$ cat config.mk
export PLATFORM = sky130hd
export DESIGN_NAME = psu_queue
export DESIGN_NICKNAME = d
export VERILOG_FILES = /design/src/psu_pkg.sv /design/src/psu_queue.sv
export SDC_FILE = /design/constraint.sdc
export NUM_CORES = 1
export LEC_CHECK = 0
export ABC_AREA = 1
export ABC_CLOCK_PERIOD_IN_PS = 2900
export BUFFER_PORTS_ARGS = -buffer_cell sky130_fd_sc_hd__buf_4
export CAP_MARGIN = 30
export CORE_MARGIN = 2
export CORE_UTILIZATION = 40
export CTS_CLUSTER_SIZE = 8
export DETAILED_ROUTE_END_ITERATION = 8
export PLACE_DENSITY = 0.65
export SETUP_SLACK_MARGIN = 0.1
export SYNTH_ARGS = -nofsm -noshare
export SYNTH_HDL_FRONTEND = slang
export SYNTH_SLANG_ARGS = --single-unit
export TNS_END_PERCENT = 30
$ cat constraint.sdc
create_clock -name clock -period 2.9 [get_ports clock]
set_input_delay 0.29 -clock clock [delete_from_list [all_inputs] [get_ports clock]]
set_output_delay 0.29 -clock clock [all_outputs]
set_load 0.05 [all_outputs]
$ cat src/psu_pkg.sv
`timescale 1ns / 1ps
// ----------------------------------------------------------------------------
// PNG scanline unfilter package
// Shared constants, register indexes, filter codes and the queue entry type.
// ----------------------------------------------------------------------------
package psu_pkg;

   localparam int MAX_ROW_BYTES = 4096;
   localparam int COL_W         = $clog2(MAX_ROW_BYTES);
   localparam int LEN_W         = COL_W + 1;
   localparam int ROW_BYTES_W   = 13;
   localparam int CMP_W         = (LEN_W > ROW_BYTES_W) ? LEN_W : ROW_BYTES_W;
   localparam int BPP_W         = 3;
   localparam int HEIGHT_W      = 16;
   localparam int CSR_DATA_W    = 16;
   localparam int CSR_INDEX_W   = 2;
   localparam int HIST_DEPTH    = 4;
   localparam int HIST_IDX_W    = $clog2(HIST_DEPTH);
   localparam int Q_DEPTH       = 4;
   localparam int Q_PTR_W       = $clog2(Q_DEPTH);

   localparam logic [CSR_INDEX_W-1:0] CSR_ROW_BYTES       = 2'd0;
   localparam logic [CSR_INDEX_W-1:0] CSR_BYTES_PER_PIXEL = 2'd1;
   localparam logic [CSR_INDEX_W-1:0] CSR_IMAGE_HEIGHT    = 2'd2;

   typedef enum logic [2:0] {
      FILT_NONE  = 3'd0,
      FILT_SUB   = 3'd1,
      FILT_UP    = 3'd2,
      FILT_AVG   = 3'd3,
      FILT_PAETH = 3'd4
   } filter_type;

   typedef struct packed {
      logic [ROW_BYTES_W-1:0] row_bytes;
      logic [BPP_W-1:0]       bytes_per_pixel;
      logic [HEIGHT_W-1:0]    image_height;
   } cfg_type;

   typedef struct packed {
      logic [7:0]       raw;
      logic [COL_W-1:0] col;
      filter_type       filt;
      logic             row_start;
      logic             first_row;
      logic             last_col;
      logic             last_row;
   } qent_type;

endpackage

$ cat src/psu_queue.sv
`timescale 1ns / 1ps
// ----------------------------------------------------------------------------
// PNG unfilter byte queue
// Small FIFO of tagged data bytes between the front end and the back end.
// ----------------------------------------------------------------------------
module psu_queue (
   input  logic              clock,
   input  logic              reset,
   input  logic              push,
   input  psu_pkg::qent_type push_ent,
   output logic              full,
   input  logic              pop,
   output logic              head_valid,
   output psu_pkg::qent_type head_ent
);

   psu_pkg::qent_type             ent_ff [psu_pkg::Q_DEPTH];
   logic [psu_pkg::Q_PTR_W-1:0]   wr_ptr_ff, wr_ptr_in;
   logic [psu_pkg::Q_PTR_W-1:0]   rd_ptr_ff, rd_ptr_in;
   logic [psu_pkg::Q_PTR_W:0]     count_ff, count_in;
   logic                          do_push;
   logic                          do_pop;

   assign full       = (count_ff == (psu_pkg::Q_PTR_W + 1)'(psu_pkg::Q_DEPTH));
   assign head_valid = (count_ff != '0);
   assign head_ent   = ent_ff[rd_ptr_ff];
   assign do_push    = push && !full;
   assign do_pop     = pop && head_valid;

   always_comb begin
      wr_ptr_in = do_push ? wr_ptr_ff + psu_pkg::Q_PTR_W'(1) : wr_ptr_ff;
      rd_ptr_in = do_pop ? rd_ptr_ff + psu_pkg::Q_PTR_W'(1) : rd_ptr_ff;
      count_in  = count_ff;
      if (do_push && !do_pop) begin
         count_in = count_ff + (psu_pkg::Q_PTR_W + 1)'(1);
      end else if (do_pop && !do_push) begin
         count_in = count_ff - (psu_pkg::Q_PTR_W + 1)'(1);
      end
   end

   always_ff @(posedge clock) begin
      if (do_push) begin
         ent_ff[wr_ptr_ff] <= push_ent;
      end
   end

   always_ff @(posedge clock) begin
      if (reset) begin
         wr_ptr_ff <= '0;
         rd_ptr_ff <= '0;
         count_ff  <= '0;
      end else begin
         wr_ptr_ff <= wr_ptr_in;
         rd_ptr_ff <= rd_ptr_in;
         count_ff  <= count_in;
      end
   end

endmodule

==> impl_results.md <==
- DRT iter0 DRCs: 166
- Crit path max fanout: 31
- Initial Util: 41.4%
- Post_cts resized: 0
- Setup CP Type: flip-flop to output pin
- Largest family of logic cells by synthesized area: compound AO/OA/AOI/OAI gates
- Syn Area/Cell: 13.8 um^2
- Share of the synthesized area in the top cell type: 71.3%
- Power density over the cells: 1050 mW/mm^2
- Core Area: 0.0110 mm^2
- Final max-slew violation count: 0
- Worst path required time: 2.61 ns
- TritonCTS clock tree: built
- CTS sink count: 117
- YS warnings: 0
- RSZ-0062 raised after global routing: no
- Metal1 wirelength: 4010 um
- Initial antenna violation count: 0
- Die Y: 111 um
- Endpoints failing hold: 0
- Io pins: 60
- Diodes inserted: 0
- Post-CTS Setup Repair Bufs: 0
- Drt drc: 0
- Setup tns final: 0 ns
- Worst vdd ir: 613 uV
- Hold WC Path Type: input port to flip-flop
- DP HPWL: 5300 um
- Row count: 38
- Placed Instances: 519
- Worst clock skew: 0.0121 ns
- H-tree depth: 4
- Compound-Gate Fraction of Synth Area: 10.1%
- TritonCTS Buffers: 17
- Synth cell types: 22
- Fin nets: 435
- Area Overhead vs Synth: 24.0%
- Overflow after GRT: 0
- Via density per instance: 5.00
- Fin crit period: 2.40 ns
- Leakage power: 2.04 nW
- Util after Layout: 51.3%
- Post-DRT Antenna Nets: 0
- CTS Buffer Depth: 2
- XOR/XNOR share of the synthesized area: 0.193%
- Insertion delay to the later sink of the worst-skew pair: 0.40 ns
- Vias: 2,753
- Outcome: finished, final reports clean
- Total of max-cap violations: 0
- Critical Path Start Type: flip-flop
- Achievable frequency: 416 MHz
- Vias in the first global route: 2,851
- Max incr delay on CP: 0.77 ns
- Critical path arrival: 2.11 ns
- Cell Area, Synth: 0.00455 mm^2
- Worst Setup End Kind: output pin
- Worst hold slack: 0.0873 ns
- Slowest-stage cell, CP: dfxtp_2
- Top Layer Used: met4
- Clock root cell: clkbuf_16
- Seq/Total Area, Yosys: 75.2%
- Per-cell routed wire length: 16.4 um
- RD Place Congestion: 0.758
- Final std cells w/o fill: 551
- Post-Route WL: 9040 um
- Slew HR: 42.6%
- Critical path, cell by cell: buf_4 > o21ai_0 > o22ai_1 > buf_4
- Global Route Usage Sum: 15.6%
- Count of port buffers added during placement: 59
- Met3 WL: 450 um
- Largest area contributor in the netlist: edfxtp_1
- Top cells by area, synth: edfxtp_1, nor2_1, dfxtp_1, o22ai_1, o21ai_0
- Clock Pin Slew Worst Setup and Hold Paths: 0.05 ns
- Synth Instances: 330
- Synth Area in Simple Gates: 7.73%
- First-pass GRT wire length: 14,800 um
- Multiplexer area fraction after synthesis: 0%
- Seq cells post-synth: 117
- Largest net degree at the start of global routing: 55
- Final setup vio count: 0
- Layout cells sized above 1: 26.3%
- WL met2: 4530 um
- Power Total: 0.00591 W
- Total die area: 0.0122 mm^2
- Most used cell, CP: buf_4
- CTS hold repair buffers: 0
- Die span in x: 111 um
- Final worst path period share: 82.9%
- Synth Area in Adders: 1.82%
- Syn_nets: 367
- Drt pass-1 iters: 4
- Slew of the pin with the lowest slew margin: 0.859 ns
==> power breakdown <==
| group | internal [W] | total (W) | switching (W) |
|---|---|---|---|
| registers | 0.00206 | 0.00218 | 0.000122 |
| logic | 0.000521 | 0.00185 | 0.00133 |
| clock network | 0.00116 | 0.00188 | 0.000717 |
==> state kept, by name, indices dropped and copies added (netlist names), named ones only <==
signal / count
count_ff: 3
wr_ptr_ff: 2
rd_ptr_ff: 2
ent_ff: 108
==> synthesized netlist by cell type (all sizes together) <==
cell type and n:
nand3 4, dfxtp 9, edfxtp 108, a21oi 3
fa 1, buf 14, o21ai 55, nand2 15
xor2 1, clkbuf 2, nor2 68, o22ai 27
clkinv 1, nand3b 1, inv 16, ha 5
==> routing by layer <==
metal  track usage (%)  vias up
li1                  -     1345
met1              19.7     1330
met2              24.8       74
met3              5.16        4
met4              6.50        0
met5                 0        -
==> critical path: cells and delay by family, from the launching register on <==
family / cells / cell delay [ns]
flip-flops: 1 / 0.77
buffers and inverters: 2 / 0.56
AO/OA/AOI/OAI: 2 / 0.39
==> final timing paths <==
path / startpoint / to / slack, ns / cells after the start
max: flip-flop / head_ent[22] / 0.50 / 4
max reg2reg: count_ff[1] / count_ff[1] / 0.88 / 9
min: reset / flip-flop / 0.09 / 2
min reg2reg: rd_ptr_ff[1] / rd_ptr_ff[1] / 0.50 / 2
==> cell families after synthesis <==
| logic type | after synthesis |
|---|---|
| adder cells (fa/ha/maj) | 6 |
| flip-flops | 117 |
| AND/OR/NAND/NOR | 88 |
| XOR/XNOR | 1 |
| buffers and inverters | 33 |
| AO/OA/AOI/OAI | 85 |
==> area by class of cell <==
cell class                 count  area [um^2]
sequential                   117         3420
timing repair buffer          65          488
fill                         934         5340
tap                          140          175
clock buffer                  18          429
inverter                      17         76.3
clock inverter                14          114
multi-input combinational    180          932
==> stage by stage <==
| step | instance area [um^2] | setup WS [ns] |
|---|---|---|
| 5_1_grt | 5640 | 0.370 |
| 4_1_cts | 5640 | 0.467 |
| 3_5_place_dp | 5100 | 0.894 |
| 6_report | 5640 | 0.496 |
| 2_1_floorplan | 4550 | 0.684 |
| 3_3_place_gp | 5100 | 0.896 |
==> cell usage in the layout, fill, tap and decap left out <==
cell type | synthesis | final
clkinv_4 | 1 | 3
o21ai_0 | 32 | 32
fa_1 | 1 | 1
edfxtp_1 | 108 | 108
inv_2 | 1 | 1
ha_1 | 5 | 5
nor2_2 | 2 | 2
inv_1 | 14 | 14
nand2_2 | 3 | 3
nand3_1 | 4 | 4
bufinv_16 | 0 | 1
a21oi_1 | 3 | 3
clkinv_1 | 0 | 1
buf_4 | 0 | 65
clkinv_2 | 0 | 5
o21ai_1 | 23 | 23
o22ai_1 | 27 | 27
nor2_4 | 0 | 4
clkinvlp_4 | 0 | 5
nor2_1 | 66 | 62
inv_8 | 1 | 1
dfxtp_2 | 0 | 1
nand3b_1 | 1 | 1
clkbuf_1 | 0 | 1
nand2_1 | 12 | 12
clkbuf_16 | 0 | 17
xor2_1 | 1 | 1
dfxtp_1 | 9 | 8
(Power assumes the default switching activity.)
