`src/psu_pkg.sv`:
```
`timescale 1ns / 1ps
// ----------------------------------------------------------------------------
// PNG scanline unfilter package
// Shared constants, register indexes, filter codes and the queue entry type.
// ----------------------------------------------------------------------------
package psu_pkg;

   localparam int MAX_ROW_BYTES = 4096;
   localparam int COL_W         = $clog2(MAX_ROW_BYTES);
   localparam int LEN_W         = COL_W + 1;
   localparam int ROW_BYTES_W   = 13;
   localparam int CMP_W         = (LEN_W > ROW_BYTES_W) ? LEN_W : ROW_BYTES_W;
   localparam int BPP_W         = 3;
   localparam int HEIGHT_W      = 16;
   localparam int CSR_DATA_W    = 16;
   localparam int CSR_INDEX_W   = 2;
   localparam int HIST_DEPTH    = 4;
   localparam int HIST_IDX_W    = $clog2(HIST_DEPTH);
   localparam int Q_DEPTH       = 4;
   localparam int Q_PTR_W       = $clog2(Q_DEPTH);

   localparam logic [CSR_INDEX_W-1:0] CSR_ROW_BYTES       = 2'd0;
   localparam logic [CSR_INDEX_W-1:0] CSR_BYTES_PER_PIXEL = 2'd1;
   localparam logic [CSR_INDEX_W-1:0] CSR_IMAGE_HEIGHT    = 2'd2;

   typedef enum logic [2:0] {
      FILT_NONE  = 3'd0,
      FILT_SUB   = 3'd1,
      FILT_UP    = 3'd2,
      FILT_AVG   = 3'd3,
      FILT_PAETH = 3'd4
   } filter_type;

   typedef struct packed {
      logic [ROW_BYTES_W-1:0] row_bytes;
      logic [BPP_W-1:0]       bytes_per_pixel;
      logic [HEIGHT_W-1:0]    image_height;
   } cfg_type;

   typedef struct packed {
      logic [7:0]       raw;
      logic [COL_W-1:0] col;
      filter_type       filt;
      logic             row_start;
      logic             first_row;
      logic             last_col;
      logic             last_row;
   } qent_type;

endpackage

```
`src/psu_front.sv`:
```
`timescale 1ns / 1ps
// ----------------------------------------------------------------------------
// PNG unfilter front end
// Takes stream bytes, latches the filter type of each row and tags every data
// byte with its column, row position and filter before queueing it.
// ----------------------------------------------------------------------------
module psu_front (
   input  logic              clock,
   input  logic              reset,
   input  psu_pkg::cfg_type  cfg,
   input  logic              req_valid,
   output logic              req_ready,
   input  logic [7:0]        req_stream_byte,
   input  logic              q_full,
   output logic              q_push,
   output psu_pkg::qent_type q_ent
);

   typedef enum logic [1:0] {
      ST_FILTER = 2'b01,
      ST_DATA   = 2'b10
   } state_type;

   state_type                      state_ff, state_in;
   logic [psu_pkg::COL_W-1:0]      col_ff, col_in;
   logic [psu_pkg::HEIGHT_W-1:0]   row_ff, row_in;
   psu_pkg::filter_type            filt_ff, filt_in;

   logic                           accept;
   logic [psu_pkg::CMP_W-1:0]      len_eff;
   logic [psu_pkg::CMP_W-1:0]      col_cmp;
   logic [psu_pkg::CMP_W-1:0]      col_sel;
   logic [psu_pkg::CMP_W:0]        col_next;
   logic [psu_pkg::HEIGHT_W-1:0]   height_eff;
   logic [psu_pkg::HEIGHT_W:0]     row_next;
   logic                           last_col;
   logic                           last_row;
   psu_pkg::filter_type            filt_dec;

   assign req_ready = !q_full;
   assign accept    = req_valid && req_ready;

   always_comb begin
      // Row length: zero acts as one, anything past the line buffer saturates.
      if (cfg.row_bytes == '0) begin
         len_eff = psu_pkg::CMP_W'(1);
      end else if (psu_pkg::CMP_W'(cfg.row_bytes) > psu_pkg::CMP_W'(psu_pkg::MAX_ROW_BYTES)) begin
         len_eff = psu_pkg::CMP_W'(psu_pkg::MAX_ROW_BYTES);
      end else begin
         len_eff = psu_pkg::CMP_W'(cfg.row_bytes);
      end
      height_eff = (cfg.image_height == '0) ? psu_pkg::HEIGHT_W'(1) : cfg.image_height;

      col_cmp  = psu_pkg::CMP_W'(col_ff);
      col_sel  = (col_cmp >= len_eff) ? (len_eff - psu_pkg::CMP_W'(1)) : col_cmp;
      col_next = {1'b0, col_sel} + (psu_pkg::CMP_W + 1)'(1);
      last_col = (col_next >= {1'b0, len_eff});
      row_next = {1'b0, row_ff} + (psu_pkg::HEIGHT_W + 1)'(1);
      last_row = (row_next >= {1'b0, height_eff});

      if (req_stream_byte <= 8'(psu_pkg::FILT_PAETH)) begin
         filt_dec = psu_pkg::filter_type'(req_stream_byte[2:0]);
      end else begin
         filt_dec = psu_pkg::FILT_NONE;
      end
   end

   always_comb begin
      q_ent.raw       = req_stream_byte;
      q_ent.col       = col_sel[psu_pkg::COL_W-1:0];
      q_ent.filt      = filt_ff;
      q_ent.row_start = (col_ff == '0);
      q_ent.first_row = (row_ff == '0);
      q_ent.last_col  = last_col;
      q_ent.last_row  = last_row;
   end

   always_comb begin
      state_in = state_ff;
      col_in   = col_ff;
      row_in   = row_ff;
      filt_in  = filt_ff;
      q_push   = 1'b0;
      case (state_ff)
         ST_FILTER: begin
            if (accept) begin
               filt_in  = filt_dec;
               col_in   = '0;
               state_in = ST_DATA;
            end
         end
         ST_DATA: begin
            if (accept) begin
               q_push = 1'b1;
               if (last_col) begin
                  col_in   = '0;
                  row_in   = last_row ? '0 : row_next[psu_pkg::HEIGHT_W-1:0];
                  state_in = ST_FILTER;
               end else begin
                  col_in = col_next[psu_pkg::COL_W-1:0];
               end
            end
         end
         default: begin
            state_in = ST_FILTER;
         end
      endcase
   end

   always_ff @(posedge clock) begin
      if (reset) begin
         state_ff <= ST_FILTER;
         col_ff   <= '0;
         row_ff   <= '0;
         filt_ff  <= psu_pkg::FILT_NONE;
      end else begin
         state_ff <= state_in;
         col_ff   <= col_in;
         row_ff   <= row_in;
         filt_ff  <= filt_in;
      end
   end

endmodule

```
`config.mk`:
```
export PLATFORM = sky130hd
export DESIGN_NAME = psu_front
export DESIGN_NICKNAME = d
export VERILOG_FILES = /design/src/psu_pkg.sv /design/src/psu_front.sv
export SDC_FILE = /design/constraint.sdc
export NUM_CORES = 1
export LEC_CHECK = 0
export BUFFER_PORTS_ARGS = -buffer_cell sky130_fd_sc_hd__buf_2
export CORE_UTILIZATION = 56
export DETAILED_ROUTE_END_ITERATION = 6
export GPL_ROUTABILITY_DRIVEN = 0
export GPL_TIMING_DRIVEN = 0
export PLACE_DENSITY = 0.86
export SLEW_MARGIN = 20
export SYNTH_ARGS = -nofsm -noshare
export SYNTH_HDL_FRONTEND = slang
export SYNTH_SLANG_ARGS = --single-unit
```
`constraint.sdc`:
```
create_clock -name clock -period 8.1 [get_ports clock]
set_input_delay 1.215 -clock clock [delete_from_list [all_inputs] [get_ports clock]]
set_output_delay 1.215 -clock clock [all_outputs]
set_load 0.05 [all_outputs]
```
==> summary.txt <==
=================================================================================================
Category of the critical setup timing path                                           primary input to output port
Average wire per standard cell                                                           15.48 um
Portion of the clock cycle consumed by the worst path in the final layout                  95.00%
FF-to-FF path depth                                                                            17
Clock buffer count from CTS                                                                     5
Effective utilization at floorplan                                                         58.63%
Relative max-transition margin                                                             43.85%
Clk Latency, worst-skew pair                                                              0.29 ns
Multiplexer fraction of the synthesized cell area                                          2.886%
Clock edge transition at the registers on the reported setup and hold paths               0.07 ns
Worst Path Max Fanout                                                                           7
Setup repair after global routing missed its margin                                            no
Signal arrival time at the worst endpoint                                                 6.48 ns
Main combinational cell family by area after synthesis                               simple AND/OR/NAND/NOR gates
Final antenna-violating net count                                                               0
Multi-input gate area in the final layout                                               2521 um^2
Main area contributors after synthesis                                               sky130_fd_sc_hd__dfxtp_1, sky130_fd_sc_hd__ha_1, sky130_fd_sc_hd__nand2_1
Area growth from synthesis to layout                                                       14.78%
Nature of the critical path startpoint                                               primary input
DRC marker count from the first detailed-route iteration                                      379
Final count of pins violating max slew                                                          0
Post-CTS setup buffers                                                                          0
Detailed-routing iteration count for the pre-antenna-repair pass                                5
Worst flop-to-flop path startpoint                                                   col_ff[6]$_SDFFE_PP0P_
Global router's overall resource usage                                                     29.78%
Die X                                                                                    81.20 um
Cell Rows                                                                                      28
Startpoint of the most critical hold path                                            row_ff[1]$_SDFFE_PP0P_
Clock period minus final worst setup slack                                               7.695 ns
Final-layout fill cell count                                                                  537
Register Area                                                                          660.6 um^2
Register area share after synthesis                                                        18.81%
Most instantiated flip-flop cell in the synthesis netlist                            sky130_fd_sc_hd__dfxtp_1
Antenna diode count                                                                             0
Run status                                                                              completed
Fmax                                                                                    130.0 MHz
R2r setup slk                                                                             2.76 ns
DRC                                                                                             0
Core area                                                                               5991 um^2
Largest stage delay on the critical path                                                  0.63 ns
Post-CTS Hold Fix Bufs                                                                          0
Yosys warns                                                                                     0
Area share of xor/xnor cells in the synthesized design                                     4.988%
Final global-route overflow total                                                               0
Post-synthesis register bit count                                                              33
Placed wire-length estimate                                                              7.732 mm
Commonest cells in the netlist                                                       sky130_fd_sc_hd__nand2_1, sky130_fd_sc_hd__inv_1, sky130_fd_sc_hd__ha_1
Sum Neg Setup Slack                                                                          0 ns
Ratio of total power to cell area                                                    94.88 nW/um^2
CTS sink cnt                                                                                   33
Class of the most critical hold timing path                                          flip-flop to flip-flop
Compound-cell area share of the yosys netlist                                              22.84%
Post-synthesis average cell area                                                       7.521 um^2
Post-synthesis cell count                                                                     467
CTS HTree Levels                                                                                2
Clock tree skew after final layout                                                    0.002647 ns
Initial antenna violation count                                                                 0
CP endpoint kind                                                                      output port
Worst supply voltage drop on vdd                                                       0.08320 mV
Share of synthesized flip-flops with an asynchronous set or reset                              0%
Total Wirelength                                                                         9.536 mm
Vias                                                                                        3,801
Clock Root Buffer                                                                    sky130_fd_sc_hd__clkbuf_8
Maximum number of pins on one net before global-route repair                                   11
Leakage power total                                                                      1.892 nW
Die H                                                                                    81.20 um
Post-synthesis simple-gate area fraction                                                   25.40%
Setup-violating endpoint count in the final report                                              0
Number of buffer cells added on primary ports                                                  67
Worst r2r dst                                                                        row_ff[5]$_SDFFE_PP0P_
Count of flip-flops with a built-in enable after synthesis                                      0
Synthesized-area fraction occupied by adder cells                                          15.68%
Number of vias per cell                                                                     6.170
Highest-delay cell along the critical path                                           sky130_fd_sc_hd__or4_1
Cells along the critical path                                                        clkbuf_1, or4_1, or2_1, nor3_1, o21ai_1, ha_1, inv_1, xnor2_1, nor3_1, nand3_1, mux2_2, nor3_2, nor2_1, ha_1, a21o_1, a211o_1, a221oi_1, o21ai_1, buf_4, buf_2
Required time at the worst-slack endpoint                                                 6.88 ns
Hold Path Stages                                                                                2
Vias in the first global route                                                              3,370
Worst-Margin Slew                                                                       0.8422 ns
Number of nets in the final layout                                                            629
# resized after CTS                                                                             0
Cell area after synthesis                                                               3512 um^2
Final Hold Vio Count                                                                            0
Post-synth top area cell                                                             sky130_fd_sc_hd__dfxtp_1
Largest buffer count on any clock path                                                          2
Post-synthesis net count                                                                      555
I/O Pins                                                                                       73
Share of Yosys cell area claimed by the top area cell type                                 18.81%
Proportion of layout cells with a drive suffix above 1                                     19.78%
First-pass GRT wire length                                                               15.26 mm
Number of distinct library cell variants in the gate-level netlist after synthesis             62
Most instantiated library cell after synthesis                                       sky130_fd_sc_hd__nand2_1
Worst hold path endpoint                                                             row_ff[1]$_SDFFE_PP0P_
Clock tree from TritonCTS                                                                    done
Die Footprint                                                                           6593 um^2
Overall power                                                                         0.0003825 W
Max-cap violations                                                                              0
=================================================================================================
## critical path: cells and delay by family
family,cells,cell delay (ns)
AND/OR/NAND/NOR,7,2.14
AO/OA/AOI/OAI,5,1.11
adder cells (fa/ha/maj),2,0.64
XOR/XNOR,1,0.16
multiplexers,1,0.40
buffers and inverters,4,0.79
## power breakdown
part / internal (W) / switching, W
sequential: 0.000163 / 0.000000308
combinational: 0.0000342 / 0.0000579
clock: 0.0000671 / 0.0000603
## final cells by class
type	count	area share, %
Multi-Input combinational cell	361	62.54
Sequential cell	33	16.39
Timing Repair Buffer	67	8.318
Inverter	46	4.283
Buffer	27	3.911
Tap cell	75	2.328
Clock buffer	6	2.048
Clock inverter	1	0.1862
## per-stage QoR
step | util, % | hold slack [ns] | setup WS, ns | cells | cell area, um^2
finish | 67.29 | 0.5153 | 0.4054 | 616 | 4031
global placement | 65.79 | 0.4886 | 0.5733 | 609 | 3941
global route | 67.29 | 0.5384 | 0.01041 | 616 | 4031
CTS | 67.29 | 0.5158 | 0.4526 | 616 | 4031
floorplan | - | 0.4731 | 1.087 | 467 | 3512
detailed placement | 65.79 | 0.4973 | 0.4757 | 609 | 3941
## layout by cell type, fill, tap and decap left out, types with 8 or more instances in the layout
cell,n
sky130_fd_sc_hd__nand3_1,15
sky130_fd_sc_hd__o21a_1,8
sky130_fd_sc_hd__nor2_1,21
sky130_fd_sc_hd__nand2_1,50
sky130_fd_sc_hd__ha_1,44
sky130_fd_sc_hd__buf_2,70
sky130_fd_sc_hd__buf_4,12
sky130_fd_sc_hd__nor4_1,15
sky130_fd_sc_hd__xnor2_1,13
sky130_fd_sc_hd__a21o_1,8
sky130_fd_sc_hd__inv_1,45
sky130_fd_sc_hd__a22oi_1,8
sky130_fd_sc_hd__dfxtp_1,33
sky130_fd_sc_hd__nor3_1,14
sky130_fd_sc_hd__o21ai_0,20
sky130_fd_sc_hd__nor2b_1,9
sky130_fd_sc_hd__a21oi_1,23
sky130_fd_sc_hd__clkbuf_1,10
## per-layer routing
layer  share of wire [%]  global-route usage (%)  vias up
met5                   0                       0        -
met4                 1.7                   7.857        0
met3                 7.4                   6.180       24
met2                  46                   49.66      168
met1                  45                   38.68     1768
li1                    -                       -     1841
## worst max path at each step
stage | startpoint | endpoint | slack (ns) | cells past startpoint
final | cfg[28] | q_ent[1] | 0.41 | 20
after global routing | cfg[28] | q_ent[1] | 0.01 | 20
after CTS | cfg[28] | q_ent[1] | 0.45 | 20
after detailed placement | cfg[28] | q_ent[1] | 0.48 | 20
after floorplan | cfg[28] | q_ent[1] | 1.09 | 21
after global placement | cfg[28] | q_ent[1] | 0.57 | 20
## logic make-up (layout without fill, tap and decap cells)
family / count (synthesis) / count (layout)
AO/OA/AOI/OAI: 118 / 118
XOR/XNOR: 20 / 20
adder cells (fa/ha/maj): 44 / 44
buffers and inverters: 73 / 147
flip-flops: 33 / 33
multiplexers: 9 / 9
AND/OR/NAND/NOR: 170 / 170
## state kept, by name, indices dropped and copies added (netlist names)
| register | count |
|---|---|
| col_ff | 12 |
| filt_ff | 3 |
| state_ff | 2 |
| row_ff | 16 |
No activity file was read; power rests on OpenSTA's default activity.
